<file path="src/rtl/core/assert_macros.svh">
// assertion macros used by rse_control
// no dependencies
`ifndef ASSERT_MACROS_SVH
`define ASSERT_MACROS_SVH

`define ASSERT_IMPL(label, clk, rst, a, c) \
   label: assert property (@(posedge clk) disable iff (rst) (a) |-> (c)) \
      else $error("assertion failed");

`define ASSERT_NEXT(label, clk, rst, a, c) \
   label: assert property (@(posedge clk) disable iff (rst) (a) |=> (c)) \
      else $error("assertion failed");

`endif

</file>
<file path="src/rtl/core/rse_pkg.sv">
// shared types and constants of the row softmax engine
// no dependencies
`timescale 1ns / 1ps
package rse_pkg;
   localparam int unsigned SampleWidth = 16;
   localparam int unsigned ExpWidth    = 17;
   localparam int unsigned ProbWidth   = 16;
   localparam logic [16:0] Log2eQ16    = 17'd94548;
   localparam logic [15:0] ProbMax     = 16'hFFFF;

   typedef struct packed {
      logic clear_row;
      logic exp_load;
      logic exp_step;
      logic exp_write;
      logic div_start;
   } cmd_type;

   typedef struct packed {
      logic div_done;
   } status_type;

   function automatic logic [16:0] pow2_frac(input logic [3:0] f);
      logic [16:0] r;
      begin
         unique case (f)
            4'd0:  r = 17'd65536;
            4'd1:  r = 17'd62757;
            4'd2:  r = 17'd60097;
            4'd3:  r = 17'd57549;
            4'd4:  r = 17'd55109;
            4'd5:  r = 17'd52773;
            4'd6:  r = 17'd50535;
            4'd7:  r = 17'd48393;
            4'd8:  r = 17'd46341;
            4'd9:  r = 17'd44376;
            4'd10: r = 17'd42495;
            4'd11: r = 17'd40693;
            4'd12: r = 17'd38968;
            4'd13: r = 17'd37316;
            4'd14: r = 17'd35734;
            default: r = 17'd34219;
         endcase
         return r;
      end
   endfunction
endpackage

</file>
<file path="src/rtl/core/rse_ram.sv">
// generic single port write, single port registered read ram
// no dependencies
`timescale 1ns / 1ps
module rse_ram #(
   parameter int unsigned Width = 16,
   parameter int unsigned Depth = 64
) (
   input  logic                     clock,
   input  logic                     wr_en,
   input  logic [$clog2(Depth)-1:0] wr_addr,
   input  logic [Width-1:0]         wr_data,
   input  logic [$clog2(Depth)-1:0] rd_addr,
   output logic [Width-1:0]         rd_data
);
   logic [Width-1:0] mem [Depth];
   logic [Width-1:0] rd_data_ff;

   always_ff @(posedge clock) begin
      if (wr_en) begin
         mem[wr_addr] <= wr_data;
      end
      rd_data_ff <= mem[rd_addr];
   end

   assign rd_data = rd_data_ff;
endmodule

</file>
<file path="src/rtl/core/rse_datapath.sv">
// datapath: row and exponential stores, max, exp pipeline, sum, serial divider
// depends on rse_pkg, rse_ram
`timescale 1ns / 1ps
module rse_datapath import rse_pkg::*; #(
   parameter int unsigned MaxCols = 64,
   localparam int unsigned AW = $clog2(MaxCols)
) (
   input  logic                  clock,
   input  logic                  reset,
   input  logic                  wr_en,
   input  logic [AW-1:0]         wr_addr,
   input  logic [SampleWidth-1:0] sample,
   input  logic [AW-1:0]         rd_addr,
   input  logic [AW-1:0]         exp_wr_addr,
   input  logic [AW-1:0]         div_addr,
   input  cmd_type               cmd,
   output status_type            status,
   output logic [ProbWidth-1:0]  quotient
);
   logic signed [15:0] max_ff, max_in;
   logic [15:0] row_rd;
   logic [16:0] exp_rd;
   logic [15:0] diff_ff;
   logic [32:0] t_ff;
   logic [16:0] e_val;
   logic [22:0] sum_ff, sum_in;
   logic [22:0] divisor;
   logic [22:0] rem_ff, rem_in;
   logic [32:0] quo_ff, quo_in;
   logic [5:0]  cnt_ff, cnt_in;
   logic        busy_ff, busy_in;
   logic        done_ff;
   logic [23:0] trial;

   rse_ram #(.Width(SampleWidth), .Depth(MaxCols)) u_row (
      .clock, .wr_en, .wr_addr, .wr_data(sample), .rd_addr, .rd_data(row_rd));

   rse_ram #(.Width(ExpWidth), .Depth(MaxCols)) u_exp (
      .clock, .wr_en(cmd.exp_write), .wr_addr(exp_wr_addr), .wr_data(e_val),
      .rd_addr(div_addr), .rd_data(exp_rd));

   always_comb begin
      max_in = max_ff;
      if (cmd.clear_row) begin
         max_in = 16'sh8000;
      end else if (wr_en && ($signed(sample) > max_ff)) begin
         max_in = $signed(sample);
      end
   end

   // exponential: diff, multiply, table and shift, zero when the shift exceeds 16
   always_comb begin
      if (t_ff[32:24] > 9'd16) begin
         e_val = '0;
      end else begin
         e_val = pow2_frac(t_ff[23:20]) >> t_ff[28:24];
      end
   end

   always_comb begin
      sum_in = sum_ff;
      if (cmd.clear_row) begin
         sum_in = '0;
      end else if (cmd.exp_write) begin
         sum_in = sum_ff + 23'(e_val);
      end
   end

   assign divisor = (sum_ff == '0) ? 23'd1 : sum_ff;
   assign trial   = {rem_ff, quo_ff[32]};

   // restoring divider, one quotient bit a cycle
   always_comb begin
      rem_in  = rem_ff;
      quo_in  = quo_ff;
      cnt_in  = cnt_ff;
      busy_in = busy_ff;
      if (cmd.div_start) begin
         rem_in  = '0;
         quo_in  = {exp_rd, 16'd0};
         cnt_in  = 6'd33;
         busy_in = 1'b1;
      end else if (busy_ff) begin
         if (trial >= {1'b0, divisor}) begin
            rem_in = 23'(trial - {1'b0, divisor});
            quo_in = {quo_ff[31:0], 1'b1};
         end else begin
            rem_in = trial[22:0];
            quo_in = {quo_ff[31:0], 1'b0};
         end
         cnt_in = cnt_ff - 6'd1;
         if (cnt_ff == 6'd1) begin
            busy_in = 1'b0;
         end
      end
   end

   always_ff @(posedge clock) begin
      if (reset) begin
         max_ff  <= 16'sh8000;
         sum_ff  <= '0;
         busy_ff <= 1'b0;
         cnt_ff  <= '0;
         done_ff <= 1'b0;
      end else begin
         max_ff  <= max_in;
         sum_ff  <= sum_in;
         busy_ff <= busy_in;
         cnt_ff  <= cnt_in;
         done_ff <= busy_ff && (cnt_ff == 6'd1);
      end
      rem_ff <= rem_in;
      quo_ff <= quo_in;
      if (cmd.exp_load) begin
         diff_ff <= 16'(max_ff - $signed(row_rd));
      end
      if (cmd.exp_step) begin
         t_ff <= {17'd0, diff_ff} * {16'd0, Log2eQ16};
      end
   end

   assign status.div_done = done_ff;
   assign quotient = (quo_ff[32:16] != '0) ? ProbMax : quo_ff[15:0];
endmodule

</file>
<file path="src/rtl/core/rse_control.sv">
// controller: collects a row, sequences exponentials and divisions
// depends on rse_pkg and assert_macros.svh
`timescale 1ns / 1ps
`include "assert_macros.svh"
module rse_control import rse_pkg::*; #(
   parameter int unsigned MaxCols = 64,
   localparam int unsigned AW = $clog2(MaxCols),
   localparam int unsigned CW = $clog2(MaxCols + 1)
) (
   input  logic        clock,
   input  logic        reset,
   input  logic        req_valid,
   output logic        req_ready,
   input  logic        req_row_end,
   output logic        wr_en,
   output logic [AW-1:0] wr_addr,
   output logic [AW-1:0] rd_addr,
   output logic [AW-1:0] exp_wr_addr,
   output logic [AW-1:0] div_addr,
   output cmd_type     cmd,
   input  status_type  status,
   output logic        out_load,
   output logic        out_last,
   output logic        out_trunc,
   input  logic        out_free
);
   typedef enum logic [2:0] {
      S_COLLECT, S_EXP_RD, S_EXP_LD, S_EXP_MUL, S_EXP_WR,
      S_DIV_RD, S_DIV_RUN, S_DIV_OUT
   } state_type;

   state_type   state_ff;
   logic [CW-1:0] count_ff;
   logic [CW-1:0] idx_ff;
   logic        trunc_ff;
   logic        div_started_ff;
   logic        accept;
   logic        last_idx;

   assign accept    = req_valid && req_ready;
   assign req_ready = (state_ff == S_COLLECT);
   assign wr_en     = accept && (count_ff < CW'(MaxCols));
   assign wr_addr   = count_ff[AW-1:0];
   assign rd_addr   = idx_ff[AW-1:0];
   assign exp_wr_addr = idx_ff[AW-1:0];
   assign div_addr  = idx_ff[AW-1:0];
   assign last_idx  = (idx_ff + CW'(1) == count_ff);

   always_comb begin
      cmd = '0;
      cmd.clear_row = (state_ff == S_DIV_OUT) && out_free && last_idx;
      cmd.exp_load  = (state_ff == S_EXP_LD);
      cmd.exp_step  = (state_ff == S_EXP_MUL);
      cmd.exp_write = (state_ff == S_EXP_WR);
      cmd.div_start = (state_ff == S_DIV_RUN) && !div_started_ff;
   end

   assign out_load  = (state_ff == S_DIV_OUT) && out_free;
   assign out_last  = last_idx;
   assign out_trunc = trunc_ff;

   always_ff @(posedge clock) begin
      if (reset) begin
         state_ff <= S_COLLECT;
         count_ff <= '0;
         idx_ff   <= '0;
         trunc_ff <= 1'b0;
         div_started_ff <= 1'b0;
      end else begin
         unique case (state_ff)
            S_COLLECT: begin
               if (accept) begin
                  if (count_ff < CW'(MaxCols)) begin
                     count_ff <= count_ff + CW'(1);
                  end else begin
                     trunc_ff <= 1'b1;
                  end
                  if (req_row_end) begin
                     idx_ff   <= '0;
                     state_ff <= S_EXP_RD;
                  end
               end
            end
            S_EXP_RD:  state_ff <= S_EXP_LD;
            S_EXP_LD:  state_ff <= S_EXP_MUL;
            S_EXP_MUL: state_ff <= S_EXP_WR;
            S_EXP_WR: begin
               if (last_idx) begin
                  idx_ff   <= '0;
                  state_ff <= S_DIV_RD;
               end else begin
                  idx_ff   <= idx_ff + CW'(1);
                  state_ff <= S_EXP_RD;
               end
            end
            S_DIV_RD: begin
               div_started_ff <= 1'b0;
               state_ff <= S_DIV_RUN;
            end
            S_DIV_RUN: begin
               div_started_ff <= 1'b1;
               if (status.div_done) begin
                  state_ff <= S_DIV_OUT;
               end
            end
            S_DIV_OUT: begin
               if (out_free) begin
                  if (last_idx) begin
                     count_ff <= '0;
                     trunc_ff <= 1'b0;
                     state_ff <= S_COLLECT;
                  end else begin
                     idx_ff   <= idx_ff + CW'(1);
                     state_ff <= S_DIV_RD;
                  end
               end
            end
            default: state_ff <= S_COLLECT;
         endcase
      end
   end

   `ASSERT_IMPL(a_count_bound, clock, reset, 1'b1, count_ff <= CW'(MaxCols))
   `ASSERT_IMPL(a_idx_bound, clock, reset, state_ff != S_COLLECT, idx_ff < count_ff)
   `ASSERT_NEXT(a_load_back, clock, reset, out_load && last_idx, state_ff == S_COLLECT)
endmodule

</file>
<file path="src/rtl/core/row_softmax_engine_unit.sv">
// top level of the row softmax engine
// depends on rse_pkg, rse_control, rse_datapath
`timescale 1ns / 1ps
// Row softmax with max subtraction. Samples (signed Q8.8) are taken one per
// cycle until row_end; the block then computes 2^-((max-x)*log2 e) per element
// in the steps S_EXP_RD, S_EXP_LD, S_EXP_MUL and S_EXP_WR, sums them, and
// divides each value by the sum with a radix-2 restoring divider, emitting
// results in arrival order. A stalled receiver adds its wait to each result.
// The divider sets the rate. Samples beyond MAX_COLS are dropped and flagged.
module row_softmax_engine_unit import rse_pkg::*; #(
   parameter int unsigned MAX_COLS = 64
) (
   input  logic        clock,
   input  logic        reset,
   input  logic        req_valid,
   output logic        req_ready,
   input  logic [15:0] req_sample,
   input  logic        req_row_end,
   output logic        rsp_valid,
   input  logic        rsp_ready,
   output logic [15:0] rsp_prob,
   output logic        rsp_row_last,
   output logic        rsp_truncated
);
   localparam int unsigned AW = $clog2(MAX_COLS);

   cmd_type       cmd;
   status_type    status;
   logic          wr_en;
   logic [AW-1:0] wr_addr, rd_addr, exp_wr_addr, div_addr;
   logic          out_load, out_last, out_trunc, out_free;
   logic [15:0]   quotient;
   logic          valid_ff;
   logic [15:0]   prob_ff;
   logic          last_ff, trunc_ff;

   assign out_free = !valid_ff || rsp_ready;

   rse_control #(.MaxCols(MAX_COLS)) u_ctl (
      .clock, .reset, .req_valid, .req_ready, .req_row_end, .wr_en, .wr_addr,
      .rd_addr, .exp_wr_addr, .div_addr, .cmd, .status, .out_load, .out_last,
      .out_trunc, .out_free);

   rse_datapath #(.MaxCols(MAX_COLS)) u_dp (
      .clock, .reset, .wr_en, .wr_addr, .sample(req_sample), .rd_addr,
      .exp_wr_addr, .div_addr, .cmd, .status, .quotient);

   always_ff @(posedge clock) begin
      if (reset) begin
         valid_ff <= 1'b0;
      end else if (out_load) begin
         valid_ff <= 1'b1;
      end else if (rsp_ready) begin
         valid_ff <= 1'b0;
      end
      if (out_load) begin
         prob_ff  <= quotient;
         last_ff  <= out_last;
         trunc_ff <= out_trunc;
      end
   end

   assign rsp_valid     = valid_ff;
   assign rsp_prob      = prob_ff;
   assign rsp_row_last  = last_ff;
   assign rsp_truncated = trunc_ff;
endmodule

</file>
<file path="config.mk">
export PLATFORM = sky130hd
export DESIGN_NAME = row_softmax_engine_unit
export DESIGN_NICKNAME = d
export VERILOG_FILES = /design/src/rtl/core/rse_pkg.sv /design/src/rtl/core/rse_ram.sv /design/src/rtl/core/rse_datapath.sv /design/src/rtl/core/rse_control.sv /design/src/rtl/core/row_softmax_engine_unit.sv
export VERILOG_INCLUDE_DIRS = /design/src /design/src/rtl/core
export SDC_FILE = /design/constraint.sdc
export NUM_CORES = 2
export LEC_CHECK = 0
export ABC_AREA = 1
export BUFFER_PORTS_ARGS = -buffer_cell sky130_fd_sc_hd__buf_2
export CAP_MARGIN = 5
export CELL_PAD_IN_SITES_DETAIL_PLACEMENT = 2
export CELL_PAD_IN_SITES_GLOBAL_PLACEMENT = 2
export CORE_UTILIZATION = 39
export DETAILED_ROUTE_END_ITERATION = 10
export HOLD_SLACK_MARGIN = 0.1
export PLACE_DENSITY_LB_ADDON = 0.12
export REMOVE_ABC_BUFFERS = 1
export SKIP_CTS_REPAIR_TIMING = 1
export SLEW_MARGIN = 20
export SYNTH_ARGS = -nofsm -noshare
export SYNTH_HDL_FRONTEND = slang
export SYNTH_SLANG_ARGS = --single-unit
</file>
<file path="constraint.sdc">
create_clock -name clock -period 18.1 [get_ports clock]
set_input_delay 1.81 -clock clock [delete_from_list [all_inputs] [get_ports clock]]
set_output_delay 1.81 -clock clock [all_outputs]
set_load 0.05 [all_outputs]
</file>
Yosys cells after proc, flatten, opt, wreduce, memory -nomap -nowiden
Memory sizes are Yosys's and may differ from the RTL's. A register that Yosys moved wholly into a read port is not among the register bits.
Cells that the tools add are included.

word-level totals
  output and inout port bits = 20
  flip-flop bits (word level) = 188
  bits in read-only memories = 272
  word-level logic and storage cells = 119
  input port bits = 21
  memories = 3
  RAM bits = 2112

cells by class
  order comparisons = 4
  add/subtract/negate cells = 6
  $mul = 1
  equality and inequality tests = 17
  shift operators = 1
  muxes and demuxes = 43
  reductions and logical operators = 24

memory list
  name             words  width  read ports  clocked after memory_dff  wr ports  line           source
  u_dp.u_exp.mem   64     17     1           1                         1         rse_ram.sv:15  logic [Width-1:0] mem [Depth];
  u_dp.u_row.mem   64     16     1           1                         1         rse_ram.sv:15
  (no name shown)  16     17     1           1                         0         rse_pkg.sv:26  unique case (f)

operators by type and width
  operator                                                        count
  two-way mux 33 bit                                              2
  two-way mux 7 bit                                               9
  two-way mux 23 bit                                              2
  two-way mux 17 bit                                              2
  multiplier 16 x 15 -> 31 bit (second input constant)            1
  greater-or-equal comparator 24 x 23 -> 1 bit                    1
  one-hot mux 3 bit (8 select lines)                              1
  adder 23 x 17 -> 23 bit                                         1
  zero test 23 bit                                                1
  subtractor 23 bit                                               1
  one-hot mux 7 bit (3 select lines)                              1
  two-way mux 3 bit                                               6
  nonzero test 17 bit                                             1
  >> shifter 17 x 5 -> 17 bit                                     1
  greater-than comparator 16 bit                                  1
  subtractor 16 bit                                               1
  AND reduction 5 bit                                             3
  adder 7 x 1 -> 7 bit (second input constant)                    2
  two-way mux 1 bit                                               14
  one-hot mux 7 bit (2 select lines)                              1
  equality test 3 bit (second input constant)                     4
  two-way mux 6 bit                                               2
  != test 2 bit (second input constant)                           6
  greater-than comparator 9 x 5 -> 1 bit (second input constant)  1
  17 further kinds                                                31

Logic depth before layout (Yosys ltp)
  word-level depth = 6
  depth in mapped cells = 27
  mapped depth without buffers = 27

Hierarchy
From an unflattened synthesis, not the netlist that was laid out.

second synthesis, totals
  cell total of the unflattened synthesis = 9514
  area, all modules = 103453.0 µm²

by module, submodules not included
  module                   area an instance (µm²)  times used  cells each  sequential area each (µm²)
  rse_ram at u_dp.u_exp    44445.1                 1           3731        33011.7
  rse_ram at u_dp.u_row    42099.1                 1           3517        31069.8
  rse_datapath             14796.7                 1           2000        3443.3
  rse_control              1529.0                  1           243         380.4
  row_softmax_engine_unit  583.1                   1           23          560.5

Worst setup path before layout
OpenSTA, ideal clock, no wires.

  path kind = register to register
  start = reg u_dp.t_ff[24]
  end = reg u_dp.sum_ff[16]
  arrival = 5922 ps
  path slack = 12062 ps
  cell stages (with the launch flop) = 24
  required time = 17984 ps
  library setup time = 116 ps
  cells stage by stage = edfxtp_1 -> buf_2 -> buf_1 -> nand2_1 -> nand3_1 -> o21ai_0 -> mux2i_1 -> nor2_1 -> a211oi_1 -> ha_1 -> inv_1 -> fa_1 -> inv_1 -> nand2_1 -> a21oi_1 -> nand2_1 -> nand2_1 -> nand2_1 -> nand2_1 -> nand3_1 -> nand2_1 -> nand2_1 -> a21oi_1 -> nor2_1

between the ends
  longest elaborated chain between the ends = 3
  elaborated cells between the ends (all ways) = 4

RTL lines
  item                                                                                          line                                    source
  from (decl)                                                                                   rse_datapath.sv:24                      logic [32:0] t_ff;
  from (signal assigned)                                                                        rse_datapath.sv:118                     t_ff <= {17'd0, diff_ff} * {16'd0, Log2eQ16};
  greater-than comparator 9 x 5 -> 1 bit / >> shifter 17 x 5 -> 17 bit (equally long branches)  rse_datapath.sv:53, rse_datapath.sv:56
  two-way mux 17 bit (*)                                                                        rse_datapath.sv:53                      if (t_ff[32:24] > 9'd16) begin
  named net u_dp.e_val[0]                                                                       rse_datapath.sv:25                      logic [16:0] e_val;
  adder 23 x 17 -> 23 bit (*)                                                                   rse_datapath.sv:65                      sum_in = sum_ff + 23'(e_val);
  to (signal assigned)                                                                          rse_datapath.sv:107                     sum_ff <= sum_in;
  to (decl)                                                                                     rse_datapath.sv:26                      logic [22:0] sum_ff, sum_in;

Mark *: on every way through the listed nets, which the timed path passes. The rest lies on a longest branch.
A chain may end at the register's enable or synchronous reset.

==> summary.txt <==
Drt
  • DRC errors left: 0
  • Avg WL per Cell: 31.1 µm
  • Post-Route WL: 350000 µm
  • First-pass iteration count of the detailed router: 5
  • Antenna Nets Post-Route: 0
  • Routed vias: 64.9k
  • First DRT Iteration DRCs: 6320
  • Via-per-instance ratio: 5.76

Pwr
  • P_int: 12.5 mW
  • Power density over cell area: 197 nW/µm²
  • Part of the power in registers: 30.0%
  • Gate power share: 44.8%
  • Worst vdd ir: 0.000369 V
  • P_leak: 38.7 nW
  • Clock Power Share: 25.2%
  • Psw: 9.03 mW
  • Sw Share: 42.0%

Clock tree
  • H-tree Lvls: 5
  • CTS max path bufs: 4
  • CTS tree: built
  • CTS Sinks: 2332
  • CTS Root Cell: clkbuf_16
  • Clock Pin Slew Worst Setup and Hold Paths: 0.06 ns
  • Latest clock arrival within the worst-skew pair: 0.94 ns
  • Num CTS Buffers: 277

Logic synthesis
  • Register area share after synthesis: 71.6%
  • Fraction of registers with async set/reset: 0%
  • Post-synth top flop: edfxtp_1
  • Synth Cell Area: 95600 µm²
  • Number of flops mapped to enable cells by yosys: 2176
  • Yosys warnings: 0
  • Seq cells post-synth: 2332
  • Syn avg cell area: 12.6 µm²
  • Mapped Cells: 7609
  • Post-synth cell types: 52

Worst setup path
  • R2R cell count: 26
  • Data required, critical path: 18.88 ns
  • Critical Path Sink Type: register
  • CP Class: reg2reg
  • CP Launch Type: register
  • CP Data Arrival Time: 6.56 ns
  • Crit path max fanout: 6

Layout
  • Final #Nets: 8158
  • Fill count: 24.0k
  • Area growth syn-to-layout: 14.5%
  • Post-layout util: 45.0%
  • Fraction of layout cells with a size suffix above 1: 9.95%
  • Fin cells: 11.3k

Die
  • Initial Util: 39.3%
  • Height of the chip: 497 µm
  • IO Pins: 41
  • Core ar.: 243000 µm²
  • Die X-Extent: 497 µm
  • Die area: 247000 µm²
  • Rows: 181

Hold path
  • Hold Path Depth: 2
  • Hold Path Class: reg2reg

Global route
  • Pin count of the biggest net entering global routing: 111
  • GRT Residual Overflow: 0
  • Vias in the first global route: 70.7k
  • Antenna violations before repair: 26
  • GRT Resource Usage Total: 27.9%
  • First-pass GRT wire length: 501000 µm

Placed design
  • Placer Congestion: 0.810
  • IO buf count: 40
  • Post-Place Cells: 10.8k
  • DP Wirelength: 207000 µm

Timing
  • Fin. max-slew vios: 0
  • Measured slew at the worst slew-check pin: 1.21 ns
  • Minimum clock period: 5.78 ns
  • RSZ-0062 raised after global routing: no
  • Slew margin rel.: 19.1%
  • Achievable Freq: 0.173 GHz
  • Setup violators final: 0
  • Final Hold Vio Count: 0
  • Final worst-path cycle share: 31.9%
  • Skew final: 0.0718 ns
  • Setup TNS: 0 ns

Run status
  • Status: finished clean

Job
  • Max_cap viols: 0
-- power groups by stage --
stage / clock network, mW / logic (mW) / registers, mW
2_1_floorplan: 0 / 6.33 / 6.49
5_1_grt: 5.67 / 10.9 / 6.47
3_5_place_dp: 0 / 9.71 / 6.56
4_1_cts: 5.50 / 9.83 / 6.45
6_report: 5.42 / 9.64 / 6.45
3_3_place_gp: 0 / 9.46 / 6.55
-- layout make-up --
cell class              count  area [µm²]  share of cell area [%]
well taps                3202        4010                    3.66
repair buffers            263        1960                    1.79
clock buffers             361        7470                    6.83
inverters                 504        1940                    1.78
diodes                      4        10.0                 0.00914
flip-flops and latches   2332       68500                    62.5
multi-input cells        4474       24600                    22.4
clock inverters           120        1050                   0.962
-- critical path, cell delays in order, from the launching register on --
cell and delay [ns]:
edfxtp_1 0.54, ha_1 0.34, inv_1 0.05, fa_1 0.54
inv_1 0.05, fa_1 0.49, fa_1 0.43, fa_1 0.49
inv_1 0.05, fa_1 0.49, inv_1 0.04, ha_1 0.31
nand2_1 0.06, inv_1 0.08, nand2_1 0.07, nor3_1 0.20
nand2_1 0.11, nand2_1 0.07, nand2_1 0.06, nand3_1 0.06
o21ai_0 0.27, ha_1 0.43, inv_1 0.05, nand2_1 0.15
nand2_1 0.08, nand2_1 0.06, nand2_1 0.07
-- flip-flops by register name, indices dropped and copies added (netlist names), 3 cells and up, named ones only --
| register | flops |
|---|---|
| u_dp.u_row.rd_data | 16 |
| rsp_prob | 16 |
| u_dp.quo_ff | 33 |
| u_dp.rem_ff | 23 |
| u_dp.u_row.mem | 1024 |
| u_dp.t_ff | 13 |
| u_dp.sum_ff | 23 |
| u_dp.u_exp.rd_data | 17 |
| u_dp.max_ff | 16 |
| u_ctl.count_ff | 7 |
| u_dp.cnt_ff | 6 |
| u_dp.u_exp.mem | 1088 |
| u_dp.diff_ff | 16 |
| u_ctl.state_ff | 3 |
| u_ctl.idx_ff | 7 |
-- cell usage in the layout, fill, tap and decap left out, drive strengths merged, types with 7 or more instances in the layout --
cell / instances
nand2: 2241
edfxtp: 2176
inv: 510
nor2: 461
clkbuf: 361
buf: 263
nand3: 215
ha: 214
o21ai: 214
a21oi: 197
a221oi: 190
nand4: 182
a22oi: 158
dfxtp: 156
clkinv: 93
a22o: 74
fa: 71
o2111ai: 41
xor2: 32
nor3: 30
o211ai: 22
o31ai: 19
bufinv: 18
o22ai: 17
xnor2: 14
a31oi: 12
nor4: 9
or2: 9
a211oi: 9
nand3b: 7
o21a: 7
-- metrics by stage --
step                area (µm²)  power, mW  hold slack (ns)  setup slack [ns]
detailed placement      101000       16.3            0.472             12.28
global route            109000       23.0            0.506             11.92
global placement        101000       16.0            0.463             12.29
floorplan                94300       12.8            0.409              6.72
finish                  109000       21.5            0.483             12.32
CTS                     109000       21.8            0.488             12.24
-- routing by layer --
| layer | GRT usage, % | part of all wire, % |
|---|---|---|
| met5 | 0 | 0.019 |
| met4 | 7.24 | 2.4 |
| met3 | 3.65 | 6.0 |
| met2 | 48.0 | 49 |
| met1 | 37.2 | 42 |
-- path summary, 6_finish.rpt --
path	slack, ns	startpoint	endpoint
worst max-delay path	12.32	u_dp.diff_ff[5]$_DFFE_PP_	register
worst min-delay path	0.48	u_dp.rem_ff[19]$_SDFFE_PP0P_	u_dp.rem_ff[19]$_SDFFE_PP0P_
worst max register to register	12.32	u_dp.diff_ff[5]$_DFFE_PP_	register
worst min register to register	0.48	u_dp.rem_ff[19]$_SDFFE_PP0P_	u_dp.rem_ff[19]$_SDFFE_PP0P_
-- synth_stat cells, types with 12 or more instances --
cell	count	area [µm²]
o21ai_0	200	1000
clkbuf_1	170	638
ha_1	214	2680
o31ai_1	19	143
dfxtp_1	156	3120
nand3_1	208	1040
a21oi_1	197	986
nand4_1	182	1140
buf_1	29	109
o22ai_1	17	106
xnor2_1	14	123
nand2_1	2240	8410
o2111ai_1	41	359
nor2_1	458	1720
o211ai_1	22	165
xor2_1	32	280
inv_1	483	1810
a22oi_1	158	1190
a22o_1	74	648
buf_2	95	475
nor3_1	30	150
edfxtp_1	2176	65300
inv_2	15	56.3
fa_1	71	1420
o21ai_1	13	65.1
a31oi_1	12	75.1
a221oi_1	190	1660
-- cell families (layout without fill, tap and decap cells) --
kind of cell	Yosys count	after routing	synth area share, %
muxes	4	4	0.0419
AOI/OAI and AO/OA	979	979	6.99
DFF	2332	2332	71.6
other	0	4	0
and+or+nand+nor	3160	3160	13.3
buffers and inverters	803	1248	3.30
xor gates and xnor gates	46	46	0.421
adders and majority gates	285	285	4.29
(Power assumes the default switching activity.)
